## config.mk

```make
export PLATFORM = sky130hd
export DESIGN_NAME = debounced_retrigger_relay_timer
export DESIGN_NICKNAME = d
export VERILOG_FILES = /design/src/sv/drrt_pkg.sv /design/src/sv/drrt_lane.sv /design/src/sv/debounced_retrigger_relay_timer.sv
export SDC_FILE = /design/constraint.sdc
export NUM_CORES = 1
export LEC_CHECK = 0
export BUFFER_PORTS_ARGS = -buffer_cell sky130_fd_sc_hd__buf_2
export CAP_MARGIN = 20
export CORE_MARGIN = 1
export CORE_UTILIZATION = 25
export DETAILED_ROUTE_END_ITERATION = 10
export SYNTH_ARGS = -nofsm -noshare
export SYNTH_HDL_FRONTEND = slang
export SYNTH_SLANG_ARGS = --single-unit
```

## constraint.sdc

```tcl
create_clock -name clk -period 4.3 [get_ports clk]
set_clock_uncertainty 0.05 [all_clocks]
set_input_delay 0.43 -clock clk [delete_from_list [all_inputs] [get_ports clk]]
set_output_delay 0.43 -clock clk [all_outputs]
set_load 0.01 [all_outputs]
```

## src/sv/drrt_pkg.sv

```systemverilog
// shared types and constants for the debounced retrigger relay timer
`default_nettype none
package drrt_pkg;

  localparam int NUM_LANES     = 3;
  localparam int LIMIT_W       = 8;
  localparam int COUNT_W       = 16;
  localparam int MS_W          = 10;
  localparam int CFG_IDX_W     = 8;
  localparam int CFG_DATA_W    = 16;
  localparam int IN_DATA_W     = 8;
  localparam int IN_USER_W     = 1;
  localparam int OUT_DATA_W    = 8;

  localparam int MS_PER_SECOND = 1000;
  localparam int MS_HALF       = MS_PER_SECOND / 2;

  localparam logic [LIMIT_W-1:0] LIMIT_RESET        = 8'd50;
  localparam logic [COUNT_W-1:0] LIGHT_RUNTIME_RESET = 16'd5;
  localparam logic [COUNT_W-1:0] DOOR_RUNTIME_RESET  = 16'd1;

  // lane order: light, door1, door2
  localparam int LANE_LIGHT = 0;
  localparam int LANE_DOOR1 = 1;
  localparam int LANE_DOOR2 = 2;

  // word kind on the input tuser bit
  localparam logic OP_SAMPLE = 1'b0;
  localparam logic OP_TICK   = 1'b1;

  typedef enum logic [CFG_IDX_W-1:0] {
    REG_DEBOUNCE_LIMIT = 8'd0,
    REG_LIGHT_RUNTIME  = 8'd1,
    REG_DOOR1_RUNTIME  = 8'd2,
    REG_DOOR2_RUNTIME  = 8'd3
  } cfg_reg_t;

  // per-word control from the top into each lane
  typedef struct packed {
    logic sample;   // button sample accepted
    logic wrap;     // tick that completes a second
    logic reload;   // reload count from runtime after the button update
  } lane_ctrl_t;

  // what a lane reports back to the merge stage
  typedef struct packed {
    logic busy_pre; // count nonzero before any cross reload
    logic busy;     // count nonzero after this word
  } lane_stat_t;

endpackage
`default_nettype wire

```

## src/sv/drrt_lane.sv

```systemverilog
// one button lane: counter debouncer and retriggerable run counter
`default_nettype none
module drrt_lane (
  input  wire                         clk,
  input  wire                         rst_n,
  input  drrt_pkg::lane_ctrl_t        ctrl,
  input  wire                         raw,
  input  wire [drrt_pkg::LIMIT_W-1:0] limit,
  input  wire [drrt_pkg::COUNT_W-1:0] runtime,
  output drrt_pkg::lane_stat_t        stat
);
  import drrt_pkg::*;

  logic               level_r, level_nxt;
  logic [LIMIT_W-1:0] dbc_r, dbc_nxt;
  logic [COUNT_W-1:0] cnt_r, cnt_nxt;
  logic [LIMIT_W-1:0] dbc_inc;
  logic [COUNT_W-1:0] cnt_pre;

  assign dbc_inc = dbc_r + LIMIT_W'(1);

  always_comb begin
    level_nxt = level_r;
    dbc_nxt   = dbc_r;
    cnt_pre   = cnt_r;
    if (ctrl.sample) begin
      if (level_r != raw) begin
        if (dbc_inc >= limit) begin
          dbc_nxt   = '0;
          level_nxt = raw;
        end else begin
          dbc_nxt = dbc_inc;
        end
      end else begin
        dbc_nxt = '0;
      end
      // pressed button holds the count at its runtime
      if (!level_nxt) begin
        cnt_pre = runtime;
      end
    end else if (ctrl.wrap) begin
      if (cnt_r != '0) begin
        cnt_pre = cnt_r - COUNT_W'(1);
      end
    end
    cnt_nxt       = ctrl.reload ? runtime : cnt_pre;
    stat.busy_pre = (cnt_pre != '0);
    stat.busy     = (cnt_nxt != '0);
  end

  always_ff @(posedge clk) begin
    if (!rst_n) begin
      level_r <= 1'b1;
      dbc_r   <= '0;
      cnt_r   <= '0;
    end else begin
      level_r <= level_nxt;
      dbc_r   <= dbc_nxt;
      cnt_r   <= cnt_nxt;
    end
  end

endmodule
`default_nettype wire

```

## src/sv/debounced_retrigger_relay_timer.sv

```systemverilog
// top level: config registers, ms timer, three button lanes, merge and output buffer
// a result goes to the output register, or to the skid register while that one waits;
//   one input word per cycle unless the skid is full; lanes and ms counter update in the
//   accepting cycle, and the skid keeps in_tready high while one result waits
// reset (rst_n low, synchronous): config registers to their defaults, counters and
//   blink/raw LEDs cleared, debounced levels released, output buffer empty
`default_nettype none
module debounced_retrigger_relay_timer (
  input  wire                            clk,
  input  wire                            rst_n,
  // input stream
  input  wire                            in_tvalid,
  output logic                           in_tready,
  input  wire [drrt_pkg::IN_DATA_W-1:0]  in_tdata,   // [2:0] buttons, rest zero
  input  wire [drrt_pkg::IN_USER_W-1:0]  in_tuser,   // [0] op: 0 sample, 1 ms tick
  // result stream
  output logic                           out_tvalid,
  input  wire                            out_tready,
  output logic [drrt_pkg::OUT_DATA_W-1:0] out_tdata, // [0] light drive, [1] door1 drive,
                                                     // [2] door2 drive, [3] blink_led,
                                                     // [4] raw_led, rest zero
  // config write channel
  input  wire                            cfg_valid,
  output logic                           cfg_ready,
  input  wire [drrt_pkg::CFG_IDX_W-1:0]  cfg_index,
  input  wire [drrt_pkg::CFG_DATA_W-1:0] cfg_data
);
  import drrt_pkg::*;

  // config registers
  logic [LIMIT_W-1:0] limit_r;
  logic [COUNT_W-1:0] rt_r [NUM_LANES];

  // timer and LED state
  logic [MS_W-1:0] ms_r, ms_nxt;
  logic            blink_r, blink_nxt;
  logic            raw_led_r, raw_led_nxt;

  // output buffer
  logic                  out_vld_r, out_vld_nxt;
  logic [OUT_DATA_W-1:0] out_dat_r, out_dat_nxt;
  logic                  skd_vld_r, skd_vld_nxt;
  logic [OUT_DATA_W-1:0] skd_dat_r, skd_dat_nxt;

  logic            in_acc, out_take;
  logic            is_tick, is_sample;
  logic [MS_W-1:0] ms_inc;
  logic            at_half, at_wrap;
  logic [2:0]      buttons;
  logic [OUT_DATA_W-1:0] result;

  lane_ctrl_t ctrl [NUM_LANES];
  lane_stat_t stat [NUM_LANES];

  assign cfg_ready = 1'b1;

  // config writes; unknown indexes are dropped
  always_ff @(posedge clk) begin
    if (!rst_n) begin
      limit_r           <= LIMIT_RESET;
      rt_r[LANE_LIGHT]  <= LIGHT_RUNTIME_RESET;
      rt_r[LANE_DOOR1]  <= DOOR_RUNTIME_RESET;
      rt_r[LANE_DOOR2]  <= DOOR_RUNTIME_RESET;
    end else if (cfg_valid && cfg_ready) begin
      unique case (cfg_index)
        REG_DEBOUNCE_LIMIT: limit_r          <= cfg_data[LIMIT_W-1:0];
        REG_LIGHT_RUNTIME:  rt_r[LANE_LIGHT] <= cfg_data;
        REG_DOOR1_RUNTIME:  rt_r[LANE_DOOR1] <= cfg_data;
        REG_DOOR2_RUNTIME:  rt_r[LANE_DOOR2] <= cfg_data;
        default: ;
      endcase
    end
  end

  assign in_acc    = in_tvalid && in_tready;
  assign out_take  = out_tvalid && out_tready;
  assign is_tick   = in_acc && (in_tuser[0] == OP_TICK);
  assign is_sample = in_acc && (in_tuser[0] == OP_SAMPLE);
  assign buttons   = in_tdata[2:0];

  // millisecond counter: blink toggles at the half and at the full second,
  // the full second also wraps the counter and ages every run count
  assign ms_inc  = ms_r + MS_W'(1);
  assign at_half = (ms_inc == MS_W'(MS_HALF));
  assign at_wrap = (ms_inc == MS_W'(MS_PER_SECOND));

  always_comb begin
    ms_nxt      = ms_r;
    blink_nxt   = blink_r;
    raw_led_nxt = raw_led_r;
    if (is_tick) begin
      ms_nxt = at_wrap ? '0 : ms_inc;
      if (at_half || at_wrap) begin
        blink_nxt = ~blink_r;
      end
    end
    if (is_sample) begin
      // led mirrors the last button looked at, active low
      raw_led_nxt = ~buttons[LANE_DOOR2];
    end
  end

  always_ff @(posedge clk) begin
    if (!rst_n) begin
      ms_r      <= '0;
      blink_r   <= 1'b0;
      raw_led_r <= 1'b0;
    end else begin
      ms_r      <= ms_nxt;
      blink_r   <= blink_nxt;
      raw_led_r <= raw_led_nxt;
    end
  end

  // lanes; a running door count retriggers the light count after the
  // light lane has done its own button update
  always_comb begin
    for (int k = 0; k < NUM_LANES; k++) begin
      ctrl[k].sample = is_sample;
      ctrl[k].wrap   = is_tick && at_wrap;
      ctrl[k].reload = 1'b0;
    end
    ctrl[LANE_LIGHT].reload = is_sample &&
                              (stat[LANE_DOOR1].busy_pre || stat[LANE_DOOR2].busy_pre);
  end

  for (genvar g = 0; g < NUM_LANES; g++) begin : g_lane
    drrt_lane u_lane (
      .clk     (clk),
      .rst_n   (rst_n),
      .ctrl    (ctrl[g]),
      .raw     (buttons[g]),
      .limit   (limit_r),
      .runtime (rt_r[g]),
      .stat    (stat[g])
    );
  end

  // merge: light relay is judged before the door retrigger
  always_comb begin
    result    = '0;
    result[0] = stat[LANE_LIGHT].busy_pre;
    result[1] = stat[LANE_DOOR1].busy;
    result[2] = stat[LANE_DOOR2].busy;
    result[3] = blink_nxt;
    result[4] = raw_led_nxt;
  end

  // output register with skid stage; input stalls only when both are full
  assign in_tready  = !skd_vld_r;
  assign out_tvalid = out_vld_r;
  assign out_tdata  = out_dat_r;

  always_comb begin
    out_vld_nxt = out_vld_r;
    out_dat_nxt = out_dat_r;
    skd_vld_nxt = skd_vld_r;
    skd_dat_nxt = skd_dat_r;
    if (skd_vld_r) begin
      if (out_take) begin
        out_dat_nxt = skd_dat_r;
        skd_vld_nxt = 1'b0;
      end
    end else if (in_acc) begin
      if (!out_vld_r || out_take) begin
        out_vld_nxt = 1'b1;
        out_dat_nxt = result;
      end else begin
        skd_vld_nxt = 1'b1;
        skd_dat_nxt = result;
      end
    end else if (out_take) begin
      out_vld_nxt = 1'b0;
    end
  end

  always_ff @(posedge clk) begin
    if (!rst_n) begin
      out_vld_r <= 1'b0;
      skd_vld_r <= 1'b0;
    end else begin
      out_vld_r <= out_vld_nxt;
      skd_vld_r <= skd_vld_nxt;
    end
    out_dat_r <= out_dat_nxt;
    skd_dat_r <= skd_dat_nxt;
  end

endmodule
`default_nettype wire
```

* After elaboration in Yosys (flattened, before gate mapping)
Memories as Yosys holds them, arrays and structs flattened. Cells that the tools add are included.
Word-level totals: bits in registers 110, memory bits (writable) 48, input port bits 38, memories 1
Cells by class: add/subtract/negate cells 7, order comparisons 3, eq/ne operators 10, mux-type cells 59, bitwise operators 8, reductions and logical operators 25
Memories:
- rt_r | depth 3, bits a word 16, read ports 3, clocked after Yosys merged registers in 0, wr ports 3, line debounced_retrigger_relay_timer.sv:32 | logic [COUNT_W-1:0] rt_r [NUM_LANES];
Operators with widths (count):
- $mux 16 | 16
- $reduce_bool 16->1 | 6
- $mux 8 | 10
- $sub 16x1->16 const B | 3
- $mux 1 | 32
- $add 8x1->8 const B | 3
- $ge 8x8->1 | 3
- $eq 8x2->1 const B | 2
- $add 10x1->10 const B | 1
- $eq 10x10->1 const B | 1
- $eq 10x9->1 const B | 1
- $mux 10 | 1
- $reduce_and 3->1 | 3
- $eq 8x1->1 const B | 1
- $logic_not 8->1 | 1
- $logic_and 1x1->1 | 6
- $reduce_bool 2->1 | 3
- $not 1->1 | 5
- $ne 2x1->1 const B | 2
- $logic_or 1x1->1 | 3
- $ne 1x1->1 | 3
- $or 1x1->1 | 3
- $logic_not 1->1 | 2
- $reduce_and 2->1 | 1

* Longest topological paths before layout
depth after elaboration 11, depth in mapped cells 19, depth with buffers taken out 17

* By module
Synthesis repeated with hierarchy kept, for this count alone.
Unflattened totals: cells, all modules 1111, area total of the unflattened synthesis 9741.8 µm²
Modules (own cells, without submodules):
- drrt_lane (g_lane[0].u_lane ...) | instances 2, cells an instance 283, area each 2123.3 µm²
- debounced_retrigger_relay_timer | instances 1, cells an instance 238, area each 3214.3 µm²
- drrt_lane (g_lane[2].u_lane) | instances 1, cells an instance 307, area each 2280.9 µm²

* Worst setup path before layout
OpenSTA, ideal clock, no wires.
kind flip-flop to flip-flop, start point reg g_lane[1].u_lane.dbc_r[0], end point reg g_lane[0].u_lane.cnt_r[11], library setup time 123 ps, data arrival time 3987 ps, data required time 4127 ps, slack 139 ps, stages on the path, launching flop included 20, path buffers 3, clock period less this slack 4161 ps, cells stage by stage dfxtp_1 and3_1 nand3_1 nor2_1 xor2_1 ha_1 and3_1 a221oi_1 a2bb2oi_1 nand3_1 or2_1 clkbuf_1 clkbuf_1 o211ai_1 o311ai_1 nor4b_1 and4_1 a21oi_1 buf_4 mux2_1
On the way: longest elaborated chain between the ends 11
RTL lines:
- from (decl) | line drrt_lane.sv:15 | logic [LIMIT_W-1:0] dbc_r, dbc_nxt;
- from (signal assigned) | line drrt_lane.sv:58 | dbc_r <= dbc_nxt;
- $add 8x1->8 | line drrt_lane.sv:20 | assign dbc_inc = dbc_r + LIMIT_W'(1);
- $ge 8x8->1 | line drrt_lane.sv:28 | if (dbc_inc >= limit) begin
- $mux 1 | line drrt_lane.sv:28
- $mux 1 | line drrt_lane.sv:27 | if (level_r != raw) begin
- $mux 1 | line drrt_lane.sv:26 | if (ctrl.sample) begin
- $mux 16 | line drrt_lane.sv:38 | if (!level_nxt) begin
- $mux 16 | line drrt_lane.sv:26
- $reduce_bool 16->1 | line drrt_lane.sv:47 | stat.busy_pre = (cnt_pre != '0);
- $logic_or 1x1->1 | line debounced_retrigger_relay_timer.sv:124 | (stat[LANE_DOOR1].busy_pre || stat[LANE_DOOR2].busy_pre);
- $logic_and 1x1->1 | line debounced_retrigger_relay_timer.sv:123 | ctrl[LANE_LIGHT].reload = is_sample &&
- $mux 16 | line drrt_lane.sv:46 | cnt_nxt = ctrl.reload ? runtime : cnt_pre;
- to (signal assigned) | line drrt_lane.sv:59 | cnt_r <= cnt_nxt;
- to (decl) | line drrt_lane.sv:16 | logic [COUNT_W-1:0] cnt_r, cnt_nxt;
No other way between the ends. The select of a mux whose other input is x is not followed. A chain may end at the register's enable or synchronous reset.

==> results.sh <==
export IMPL_status="complete, no violations"
export IMPL_ys_types=88
export IMPL_htreeDepth=4
export IMPL_grt_start_max_net_pins=45
export IMPL_slew_headroom=0.406
export IMPL_fin_crit_ps=4260
export IMPL_coreArea_um2=33600
export IMPL_ys_flop_type="dfxtp_1"
export IMPL_fin_ws_ps=41.5
export IMPL_leakage_uw=0.00425
export IMPL_vias_per_cell=5.11
export IMPL_antenna_found_initial=0
export IMPL_arrival_ps=4540
export IMPL_powerDensity_nw_per_um2=348
export IMPL_avgSynthCellArea_um2=9.29
export IMPL_cp_data_required_time_ps=4580
export IMPL_r2r_start="g_lane[1].u_lane.dbc_r[0]"
export IMPL_yosysSeqAreaShare=0.431
export IMPL_grt_overflow=0
export IMPL_synth_warnings=0
export IMPL_globalplace_congestion=0.885
export IMPL_synth_commonest_cells="nor2_1, dfxtp_1, nand2_1"
export IMPL_end_kind="flop"
export IMPL_yosysTopAreaCellShare=0.227
export IMPL_clockBufferDepth=2
export IMPL_setup_viol=0
export IMPL_ys_top_cells_by_area="dfxtp_1, edfxtp_1, nor2_1, ha_1, mux2i_1"
export IMPL_p_clk_frac=0.461
export IMPL_min_path_type="input pin to flop"
export IMPL_p_switching_uw=925
export IMPL_whs_ps=153
export IMPL_synth_most_common_cell="nor2_1"
export IMPL_crit_top_cell="and3_4"
export IMPL_synth_edff_count=58
export IMPL_cp_max_fo=7
export IMPL_ff_latch_area_um2=3690
export IMPL_rows=67
export IMPL_cts_made_buffers=17
export IMPL_ys_ff_latch=155
export IMPL_synthCells=921
export IMPL_yosysTopAreaCell="dfxtp_1"
export IMPL_grt_pass1_wl_um=38800
export IMPL_numClockSinks=155
export IMPL_ir_drop_mv=0.275
export IMPL_power_internal_uw=2820
export IMPL_grt_usage=0.141
export IMPL_syn2layout_area_growth_pct=25.8
export IMPL_wl_um=24900
export IMPL_cp_top_family="simple AND/OR/NAND/NOR gates"
export IMPL_startpoint="g_lane[1].u_lane.dbc_r[0]"
export IMPL_layout_drive_gt1_share=0.234
export IMPL_maxSlewViolCount=0
export IMPL_post_drt_wl_per_cell_um=16.8
export IMPL_fmax_mhz=235
export IMPL_drtAntennaViolNets=0
export IMPL_dp_slack_ps=-162
export IMPL_die_w_um=187
export IMPL_placedCellCount=1438
export IMPL_post_route_period_util=0.990
export IMPL_root_buffer="clkbuf_16"
export IMPL_path_cells="and3_4 -> nand3_4 -> buf_4 -> xnor2_1 -> ha_1 -> and3_4 -> a221oi_2 -> a2bb2oi_2 -> nand3_2 -> or2_4 -> o211ai_1 -> o2111ai_2 -> nor4_2 -> and4_1 -> buf_6 -> inv_4 -> o311a_1 -> o211a_1"
export IMPL_path_buf_inv=3
export IMPL_tightest_slew_ps=884
export IMPL_die_h_um=187
export IMPL_hpwl_um=17700
export IMPL_cts_tree="done"
export IMPL_dr_wl_met2_um=11300
export IMPL_vias=7565
export IMPL_antenna_cells=0
export IMPL_wl_met1_um=11300
export IMPL_p_seq_frac=0.434
export IMPL_cpPeakStageDelay_ps=360
export IMPL_grt_pass1_vias=7061
export IMPL_io_pins=49
export IMPL_critPathLaunchType="flop"
export IMPL_stdcell_count=1481
export IMPL_syn_cell_area_um2=8560
export IMPL_rsz0062_at_grt="true"
export IMPL_clk_insertion_delay_late_ps=440
export IMPL_start_util=0.255
export IMPL_path_class="flop to flop"
export IMPL_dieArea_um2=35000
export IMPL_first_pass_iters=6
export IMPL_max_cap_violations=0
export IMPL_n_fill_cell=3417
export IMPL_path_clk_slew_ps=70
export IMPL_swShare=0.247
export IMPL_p_comb_frac=0.105
export IMPL_wl_met3_um=1350
export IMPL_fin_tns_setup_ps=0
export IMPL_hold_violations=0
export IMPL_highest_layer="met4"
export IMPL_io_buffers=39
export IMPL_drtIter0Drc=463
export IMPL_drc=0
export IMPL_final_nets=1092
export IMPL_multi_input_area_um2=4880
export IMPL_cpMaxStageDelayCell="dfxtp_4"
export IMPL_min_from="out_tready"
export IMPL_ys_async_sr_fraction=0
[routing by layer]
metal,GRT usage,vias up
met2,0.224,257
li1,-,3631
met3,0.0210,53
met1,0.187,3624
met4,0.0665,0
met5,0,-
[per-stage QoR]
step | power, uW | cell area (um^2) | utilization
floorplan | 1880 | 8560 | -
global placement | 2010 | 9690 | 0.288
detailed placement | 2020 | 9690 | 0.288
CTS | 3740 | 10400 | 0.310
global route | 3880 | 10800 | 0.320
finish | 3740 | 10800 | 0.320
[placed cells by master, fill, tap and decap left out, types with 25 or more instances in the layout]
| master | instances |
|---|---|
| and2_1 | 37 |
| a21oi_1 | 29 |
| inv_1 | 28 |
| buf_2 | 40 |
| nand3_1 | 25 |
| ha_1 | 33 |
| nor2_1 | 113 |
| dfxtp_1 | 93 |
| edfxtp_1 | 58 |
| nand2_1 | 67 |
| buf_4 | 73 |
| mux2i_1 | 28 |
| o21ai_0 | 28 |
[logic make-up (layout without fill, tap and decap cells)]
| kind of cell | count (synthesis) | count (layout) | share of synthesized area |
|---|---|---|---|
| and+or+nand+nor | 399 | 400 | 0.250 |
| AOI/OAI and AO/OA | 188 | 188 | 0.155 |
| DFF | 155 | 155 | 0.431 |
| buffers and inverters | 74 | 183 | 0.0357 |
| muxes | 39 | 39 | 0.0472 |
| adders and majority gates | 34 | 34 | 0.0497 |
| xor gates and xnor gates | 30 | 30 | 0.0307 |
| other | 2 | 4 | 0.000878 |
[registers in the layout, summed over array words and instances, names as in the netlist]
name / cells
g_lane.u_lane.cnt_r: 48
blink_r: 1
ms_r: 10
raw_led_r: 1
out_tvalid: 1
g_lane.u_lane.dbc_r: 24
rt_r: 48
skd_vld_r: 1
limit_r: 8
g_lane.u_lane.level_r: 3
skd_dat_r: 5
out_tdata: 5
[final timing paths]
path,endpoint,cells past startpoint,slack [ps]
max,g_lane[0].u_lane.cnt_r[7],18,40
max reg2reg,g_lane[0].u_lane.cnt_r[7],18,40
min reg2reg,limit_r[5],2,430
min,skd_vld_r,2,150
[final cells by class]
cell class                      instances  area share
Tap cell                              448      0.0521
Clock buffer                           19      0.0431
Inverter                               32      0.0114
Timing Repair Buffer                  119      0.0778
Clock inverter                         13      0.0198
Sequential cell                       155       0.343
Multi-Input combinational cell        695       0.453
[power groups by stage]
stage	sequential, uW	clock [uW]	combinational [uW]
4_1_cts	1620	1750	371
6_report	1620	1730	394
3_5_place_dp	1650	0	365
2_1_floorplan	1640	0	238
5_1_grt	1630	1820	429
3_3_place_gp	1650	0	358
[what timing repair did]
action | 4_1_cts | 5_1_grt
cloned | 0 | 2
resized for setup | 4 | 69
hold buffers | 0 | 0
pin swaps | 1 | 26
setup buffers | 3 | 6
endpoints found under the setup margin | 16 | 21
Note: power is estimated with default switching activity, not from simulation.
